===== src/rtl/plen_pkg.sv =====
// ============================================================================
// plen_pkg - shared types and constants for the positional list engine
// Holds the request kinds, response status codes, channel widths and the
// per-cell command group handed from the top level to every list cell.
// ============================================================================
package plen_pkg;

   // Request kinds carried on req_tuser.
   typedef enum logic [1:0] {
      KIND_INSERT = 2'd0,
      KIND_DELETE = 2'd1,
      KIND_GET    = 2'd2,
      KIND_CLEAR  = 2'd3
   } kind_type;

   // Response status codes carried on rsp_tuser.
   typedef enum logic [1:0] {
      ST_OK      = 2'd0,
      ST_BAD_POS = 2'd1,
      ST_FULL    = 2'd2
   } status_type;

   // Field widths fixed by the channel format.
   localparam int KIND_BITS     = 2;
   localparam int POSITION_BITS = 8;
   localparam int WORD_BITS     = 64;
   localparam int STATUS_BITS   = 2;
   localparam int LENGTH_BITS   = 7;
   localparam int REQ_DATA_BITS = 72;
   localparam int RSP_DATA_BITS = 72;

   // Shift command broadcast to every cell in the chain.
   typedef struct packed {
      logic ins;   // open a slot at the index and load the new word
      logic del;   // close the slot at the index
   } cell_cmd_type;

endpackage


===== src/rtl/plen_cell.sv =====
// ============================================================================
// plen_cell - one storage cell of the positional list chain
// Holds one list entry. On an insert below it, it takes its lower neighbor's
// word (the new word if the index is its own); on a delete at or below it,
// its upper neighbor's word. It drives its word onto the read bus if selected.
// ============================================================================
module plen_cell #(
   parameter int ENTRY_BITS = 64,
   parameter int IDX_BITS   = 6,
   parameter int INDEX      = 0
) (
   input  logic                      clock,
   input  plen_pkg::cell_cmd_type    cmd,
   input  logic [IDX_BITS-1:0]       idx,
   input  logic [ENTRY_BITS-1:0]     load_value,
   input  logic [ENTRY_BITS-1:0]     prev_value,
   input  logic [ENTRY_BITS-1:0]     next_value,
   output logic [ENTRY_BITS-1:0]     value,
   output logic [ENTRY_BITS-1:0]     read_part
);

   localparam logic [IDX_BITS-1:0] MY_IDX = IDX_BITS'(INDEX);

   logic [ENTRY_BITS-1:0] value_ff;
   logic [ENTRY_BITS-1:0] value_in;

   // Choose this cell's next word from the shift command.
   always_comb begin
      value_in = value_ff;
      if (cmd.ins) begin
         if (idx == MY_IDX) begin
            value_in = load_value;
         end else if (idx < MY_IDX) begin
            value_in = prev_value;
         end
      end else if (cmd.del && (idx <= MY_IDX)) begin
         value_in = next_value;
      end
   end

   // Entry storage; contents are undefined until written.
   always_ff @(posedge clock) begin
      value_ff <= value_in;
   end

   assign value     = value_ff;
   assign read_part = (idx == MY_IDX) ? value_ff : '0;

endmodule


===== config.mk =====
export PLATFORM = sky130hd
export DESIGN_NAME = plen_cell
export DESIGN_NICKNAME = d
export VERILOG_FILES = /design/src/rtl/plen_pkg.sv /design/src/rtl/plen_cell.sv
export SDC_FILE = /design/constraint.sdc
export NUM_CORES = 1
export LEC_CHECK = 0
export BUFFER_PORTS_ARGS = -buffer_cell sky130_fd_sc_hd__buf_2
export CORE_AREA = 2 2 126 128
export CTS_BUF_LIST = sky130_fd_sc_hd__clkbuf_16
export CTS_CLUSTER_SIZE = 30
export DETAILED_ROUTE_END_ITERATION = 10
export DIE_AREA = 0 0 128 130
export PLACE_DENSITY = 0.52
export SLEW_MARGIN = 20
export SYNTH_ARGS = -nofsm -noshare
export SYNTH_HDL_FRONTEND = slang
export SYNTH_SLANG_ARGS = --single-unit

===== constraint.sdc =====
create_clock -name clock -period 2.3 [get_ports clock]
set_input_delay 0 -clock clock [delete_from_list [all_inputs] [get_ports clock]]
set_output_delay 0 -clock clock [all_outputs]
set_load 0.02 [all_outputs]

==> results of run 1 <==
-- what timing repair did --
item                      in CTS  in global routing
hold buffers                 122                  0
resized for setup              0                  0
hold endpoints to repair      61                  0
-- critical path: stages --
cell and delay, ns:
buf_2 0.13, buf_4 0.41, mux2_2 0.39, dlygate4sd3_1 0.56
-- power groups by stage --
stage | logic [mW] | registers, mW | clock network, mW
global placement | 0.310 | 1.33 | 0
floorplan | 0.147 | 1.35 | 0
global route | 0.557 | 1.31 | 1.50
CTS | 0.511 | 1.31 | 1.44
finish | 0.516 | 1.31 | 1.40
detailed placement | 0.317 | 1.33 | 0
-- layer usage --
layer  global-route usage, %  vias up
met3                    4.14       10
met1                    13.3     1573
li1                        -     1594
met2                    24.2      133
met4                    4.59        0
met5                       0        -
-- metrics by stage --
stage	setup WS (ns)	instances	power (mW)	area, µm²	util (%)
CTS	0.857	794	3.27	6230	40.4
floorplan	0.380	216	1.49	3200	-
global placement	0.931	656	1.64	4700	30.5
finish	0.856	794	3.23	6230	40.4
global route	0.783	794	3.37	6230	40.4
detailed placement	0.893	656	1.65	4700	30.5
-- cell type report --
type / count / area [µm²]
Clock buffer: 9 / 225
Timing Repair Buffer: 391 / 2590
Clock inverter: 7 / 78.8
Multi-Input combinational cell: 131 / 1170
Tap cell: 192 / 240
Fill cell: 1480 / 9200
Sequential cell: 64 / 1920
-- worst min-delay path by stage --
stage                     cells past startpoint  slack [ns]        end           start
final                                         2        0.02  value[63]  next_value[63]
after global placement                        2        0.30  value[58]  load_value[58]
after detailed placement                      2        0.30  value[11]  load_value[11]
after floorplan                               1        0.22   value[0]   next_value[0]
after global routing                          2       0.002  value[29]  next_value[29]
after CTS                                     2       0.001  value[29]  next_value[29]
-- synthesized netlist by cell type --
master	count
and3_1	64
buf_4	1
edfxtp_1	64
buf_2	8
nor2_1	1
nor4_2	1
mux2_2	64
buf_6	5
clkbuf_1	7
o211a_1	1
-- logic make-up after synthesis --
group / count (synthesis) / synth area share (%)
AO/OA/AOI/OAI: 1 / 0.313
buffers and inverters: 21 / 4.07
flip-flops: 64 / 60.1
multiplexers: 64 / 22.5
AND/OR/NAND/NOR: 66 / 13.0
==> flow_summary.ini, run 1 <==
[setup_path]
crit_start = cmd[1]
cp-start-kind = input pin
cp.arrival_ns = 1.52
crit_type = in2reg
endpoint_kind = flop
crit_end = value[40]
crit_fanout = 34
cp.required_ns = 2.37

[placed_design]
io_buffers = 264
dp_hpwl_um = 7210
gp_congestion = 0.719

[synth]
synth-seq-cells = 64
synth_top_area_share_pct = 60.1
synth_top_area_cell = edfxtp_1
synth_cell_type_count = 10
synth_nets = 417
syn_inst = 216
yosysSeqAreaShare_pct = 60.1
postSynthAreaPerCell_um2 = 14.8
ys_warn_count = 0
synth_area_leaders = edfxtp_1, mux2_2, and3_1
syn-cell-area_mm2 = 0.00320

[global_route]
grt_max_degree = 65
antenna_found_initial = 0
grt_pass1_wl_um = 16200
grt_pass1_vias = 3319
overflow = 0
grt_usage_pct = 12.8

[clocking]
htreeDepth = 3
cts_tree = done
cts-root-buf = clkbuf_16
path_clk_slew_ns = 0.05
cts_buffer_depth = 2
numCtsBuffers = 9
postCtsSetupBuffers = 0
cts_sinks = 64

[timing]
rsz0062_at_grt = false
timing.fmax_mhz = 692
period_needed_ns = 1.44
worst_pin_slew_ns = 0.573
final-hold-violation-count = 0
relSlewSlack_pct = 61.8
finalMaxSlewViolations = 0
setup_viol = 0
hold_slack_ns = 0.0163
tns_ns = 0
finalCritPeriodShare_pct = 62.8

[power_and_ir_drop]
comb_power_share_pct = 16.0
power.leakage_nw = 3.06
p_sw_uw = 649
clockPowerShare_pct = 43.4
irDropWorstVdd_mv = 0.284
internal_power_mw = 2.58
seq_power_share_pct = 40.6
switching_share_pct = 20.1
powerDensity_mw_per_mm2 = 519

[detailed_routing]
wl_met1_um = 4340
ant_nets = 0
drtIter0Drc = 86
drc_errors = 0
vias_per_cell = 4.17
routed_wirelength_um = 11200
wl_per_cell_um = 14.2
wl_met2_um = 6020
wl_met3_um = 705
top_layer_used = met4
dr.pass1.iters = 4
vias = 3310

[finish]
layout_common_cells = buf_2, dlygate4sd3_1, mux2_2, and3_1, edfxtp_1
largest_register_ffs = 64
diodes = 0
drive_above_1_share_pct = 57.6
area_delta_synth_final_pct = 94.7
nets = 798
layout_commonest_cell = buf_2

[floorplanning]
start_util_pct = 20.7
die_y_um = 130
rows = 46
io_pins = 329
die_x_um = 128
die_area_mm2 = 0.0166
core_mm2 = 0.0154

[min_path]
hold_path_class = in2reg

[status]
run_status = finished, final reports clean

[run]
cap_violations = 0
No activity file was read; power rests on OpenSTA's default activity.
==> inputs of run 2 (changes only) <==
- ABC_AREA: unset -> 1
- CORE_AREA: 2 2 126 128 -> 2 2 127 129
- DIE_AREA: 0 0 128 130 -> 0 0 129 131
- clock period: 2.3 -> 1.4 ns (I/O delays scaled with it)
==> flow_summary.ini, run 2 <==
[clocking]
cts-root-buf = clkbuf_16
htreeDepth = 3
path_clk_slew_ns = 0.06
cts_sinks = 64
cts_tree = done
cts_buffer_depth = 2
postCtsSetupBuffers = 0
numCtsBuffers = 9

[placed_design]
dp_cells = 875
gp_congestion = 0.754
io_buffers = 264
dp_hpwl_um = 7910

[setup_path]
crit_chain = dlygate4sd3_1, buf_2, nand2_1, o21ai_0, dlygate4sd3_1
critical_path_cell_count = 5
crit_slowest_cell = dlygate4sd3_1
crit_fanout = 1
endpoint_kind = flop
crit_start = load_value[10]
cpPeakStageDelay_ns = 0.58
cp.required_ns = 1.47
path_delay_family = buffers and inverters
crit_type = in2reg
critPathBufInv = 3
crit_end = value[10]
cp.arrival_ns = 1.38
cp_common_cell = dlygate4sd3_1
cp-start-kind = input pin

[timing]
final-hold-violation-count = 1
hold_slack_ns = -0.00121
timing.fmax_mhz = 763
setup_viol = 0
relSlewSlack_pct = 72.2
tns_ns = 0
finalMaxSlewViolations = 0
period_needed_ns = 1.31
worst_pin_slew_ns = 0.417
finalCritPeriodShare_pct = 93.7
rsz0062_at_grt = false

[synth]
synth-seq-cells = 64
synth_nets = 612
yosysSeqAreaShare_pct = 54.9
synth_top_area_share_pct = 54.9
ys_warn_count = 0
synth_common_cells = inv_1, edfxtp_1, nand2_1, o21ai_0, nor2_2
synth_ff_type = edfxtp_1
syn-cell-area_mm2 = 0.00350
synth_top_area_cell = edfxtp_1
synthArstFlopShare_pct = 0
synth_cell_type_count = 12
postSynthAreaPerCell_um2 = 8.51
yosysMostFrequentCell = inv_1
synth_area_leaders = edfxtp_1, inv_1, o21ai_0
synth_edf_count = 64
syn_inst = 411

[floorplanning]
die_x_um = 129
die_area_mm2 = 0.0169
core_mm2 = 0.0156
io_pins = 329
start_util_pct = 22.4
rows = 46
die_y_um = 131

[global_route]
grt_pass1_wl_um = 15800
grt_max_degree = 67
grt_usage_pct = 12.4
antenna_found_initial = 0
grt_pass1_vias = 3219
overflow = 0

[power_and_ir_drop]
power.leakage_nw = 3.33
powerDensity_mw_per_mm2 = 775
irDropWorstVdd_mv = 0.444
power_mw = 4.78

[run]
cap_violations = 0

[detailed_routing]
wl_per_cell_um = 11.4
vias_per_cell = 3.75
drc_errors = 0
dr.pass1.iters = 4
ant_nets = 0
drtIter0Drc = 180
vias = 3659
routed_wirelength_um = 11100

[finish]
nets = 956
final_util_pct = 39.6
drive_above_1_share_pct = 44.3
layout_commonest_cell = buf_2
layout_common_cells = buf_2, inv_1, dlygate4sd3_1
diodes = 0
nFillCells = 1612
layout.cells.non_filler = 975
area_delta_synth_final_pct = 76.5
largest_register_ffs = 64

[status]
run_status = complete, but fails checks
violations = hold timing

[min_path]
hold_start = load_value[45]
hold_path_class = in2reg
## run 2: cell count changes in the layout (fill, tap and decap cells not counted), moves of 3 or more
| cell | before | now |
|---|---|---|
| and3_1 | 64 | 0 |
| inv_1 | 2 | 129 |
| nor2_1 | 0 | 15 |
| buf_12 | 1 | 4 |
| nand2_1 | 0 | 64 |
| dlygate4sd3_1 | 122 | 85 |
| nor2_2 | 0 | 51 |
| mux2_2 | 64 | 0 |
| o21ai_0 | 0 | 64 |
## run 2: repair_timing
item | in CTS | in global routing
hold buffers | 85 | 0
hold endpoints to repair | 61 | 0
resized for setup | 0 | 0
setup endpoints to repair | 0 | 0
## run 2: cell families (layout without fill, tap and decap cells)
family | Yosys count | count (layout) | share of synthesized area (%)
AOI/OAI and AO/OA | 64 | 64 | 9.16
buffers and inverters | 149 | 497 | 17.9
DFF | 64 | 64 | 54.9
and+or+nand+nor | 134 | 134 | 18.0
## run 2: worst min-delay path by stage
stage	endpoint	slack [ns]	cells after the start
detailed placement	value[35]	0.28	3
CTS	value[43]	0.003	3
finish	value[45]	-0.001	3
global placement	value[59]	0.28	3
global route	value[40]	0.02	3
floorplan	value[59]	0.19	2
## run 2: layout make-up
| class | instances | area (µm²) | share of cell area [%] |
|---|---|---|---|
| clock inverters | 6 | 28.8 | 0.466 |
| inverters | 128 | 480 | 7.78 |
| flip-flops and latches | 64 | 1920 | 31.1 |
| multi-input cells | 198 | 987 | 16.0 |
| clock buffers | 9 | 225 | 3.65 |
| repair buffers | 354 | 2260 | 36.6 |
| well taps | 216 | 270 | 4.38 |
## run 2: per-layer routing
layer	part of all wire [%]	global-route usage, %	vias to the layer above
li1	-	-	1910
met1	41	13.9	1573
met2	50	22.1	160
met3	7.0	2.81	16
met4	2.1	6.14	0
met5	0	0	-
## run 2: stage by stage
stage / worst slack [ns] / cell area, µm²
after floorplan: -0.293 / 3530
after global placement: 0.256 / 5070
after detailed placement: 0.248 / 5070
after CTS: 0.161 / 6180
after global routing: 0.0590 / 6180
final: 0.0886 / 6180
## run 2: power by group
group / leakage (nW) / switching [mW] / internal (mW) / total, mW
clock network: 0.127 / 0.771 / 1.16 / 1.93
logic: 2.64 / 0.289 / 0.408 / 0.697
registers: 0.557 / 0.00926 / 2.15 / 2.16
total: 3.33 / 1.07 / 3.71 / 4.78
## run 2: worst min-delay path, stage by stage
cell and delay (ns):
buf_2 0.07, nand2_1 0.04, o21ai_0 0.08
==> inputs of run 3 (changes only) <==
- SETUP_SLACK_MARGIN: unset -> 0.15
==> flow_summary.ini, run 3 (synthesized netlist as in run 2, its figures left out) <==
[status]
run_status = complete, but fails checks
violations = hold timing

[timing]
worst_pin_slew_ns = 0.418
fin_ws_ns = 0.172
setup_viol = 0
timing.fmax_mhz = 814
period_needed_ns = 1.23
finalMaxSlewViolations = 0
hold_slack_ns = -0.00104
final-hold-violation-count = 1
finalCritPeriodShare_pct = 87.7
relSlewSlack_pct = 72.2
tns_ns = 0
rsz0062_at_grt = false

[global_route]
grt_pass1_wl_um = 15800
antenna_found_initial = 0
overflow = 0
grt_pass1_vias = 3210
grt_max_degree = 67
grt_usage_pct = 12.4

[setup_path]
crit_chain = dlygate4sd3_1, buf_2, nand2_1, o21ai_0, dlygate4sd3_1
crit_slowest_cell = dlygate4sd3_1
cp.arrival_ns = 1.31
crit_type = in2reg
cp-start-kind = input pin
cpPeakStageDelay_ns = 0.55
cp_common_cell = dlygate4sd3_1
crit_fanout = 1
endpoint_kind = flop
cp.required_ns = 1.48

[power_and_ir_drop]
power.leakage_nw = 3.23
powerDensity_mw_per_mm2 = 791
irDropWorstVdd_mv = 0.443

[floorplanning]
start_util_pct = 22.4
io_pins = 329
core_mm2 = 0.0156
die_area_mm2 = 0.0169
die_x_um = 129
die_y_um = 131
rows = 46

[finish]
largest_register_ffs = 64
layout_commonest_cell = buf_2
layout_common_cells = buf_2, inv_1, nand2_1, o21ai_0, edfxtp_1
nets = 934
diodes = 0
final_util_pct = 38.2
area_delta_synth_final_pct = 70.2
drive_above_1_share_pct = 45.6
fin_area_mm2 = 0.00596
nFillCells = 1623

[clocking]
cts_tree = done
cts_resized = 0
cts_sinks = 64
path_clk_slew_ns = 0.06
numCtsBuffers = 9
postCtsSetupBuffers = 0
htreeDepth = 3
cts_buffer_depth = 2
cts-root-buf = clkbuf_16

[placed_design]
pre_cts_ws_ns = 0.248
io_buffers = 264
postPlaceCellArea_mm2 = 0.00507
dp_hpwl_um = 7910
gp_congestion = 0.754

[detailed_routing]
vias = 3557
wl_per_cell_um = 11.5
drc_errors = 0
routed_wirelength_um = 10900
drtIter0Drc = 175
dr.pass1.iters = 4
ant_nets = 0
vias_per_cell = 3.73

[run]
cap_violations = 0

[min_path]
worst_hold_path.num_cells = 3
hold_start = load_value[45]
hold_path_class = in2reg
hold-path-endpoint = value[45]
[run 3: cell count changes in the layout (fill, tap and decap cells not counted)]
cell           before  now
dlygate4sd3_1      85   63
[run 3: critical path, delay by kind of cell]
family                 cells  cell delay [ns]
and+or+nand+nor            1             0.05
AOI/OAI and AO/OA          1             0.06
buffers and inverters      3             1.20
[run 3: where the power goes]
part           internal, mW  total, mW  switching [mW]
combinational         0.348      0.625           0.277
clock                  1.16       1.93           0.770
sequential             2.15       2.16         0.00929
[run 3: how the worst max path moves through the flow]
stage                              start   endpoint  slack [ns]  cells past startpoint
after floorplan                   idx[1]   value[0]       -0.29                      4
after global placement            idx[3]  value[31]        0.26                      5
after detailed placement          idx[3]  value[32]        0.25                      5
after CTS                 load_value[50]  value[50]        0.16                      5
after global routing      load_value[13]  value[13]        0.17                      5
final                     load_value[13]  value[13]        0.17                      5
[run 3: through the flow]
step	hold slack, ns	cells	total power [mW]
CTS	0.00288	975	4.87
finish	-0.00104	953	4.71
floorplan	0.187	411	2.42
detailed placement	0.283	875	2.68
global route	0.0158	953	4.98
global placement	0.279	875	2.67
[run 3: layout make-up]
class	instances	area [µm²]	share of cell area [%]
clock inverters	6	28.8	0.483
repair buffers	332	2040	34.3
inverters	128	480	8.07
well taps	216	270	4.54
clock buffers	9	225	3.78
multi-input cells	198	987	16.6
flip-flops and latches	64	1920	32.3
[run 3: metal layers]
| layer | up-vias | global-route usage [%] | routed length (µm) | part of all wire (%) |
|---|---|---|---|---|
| li1 | 1866 | - | - | - |
| met1 | 1519 | 13.9 | 4540 | 41 |
| met2 | 158 | 22.1 | 5410 | 49 |
| met3 | 14 | 2.81 | 781 | 7.1 |
| met4 | 0 | 6.14 | 219 | 2.0 |
| met5 | - | 0 | 0 | 0 |
[run 3: repair_timing]
item	in CTS	in global routing
hold buffers	85	0
hold endpoints to repair	61	0
endpoints found under the setup margin	0	22
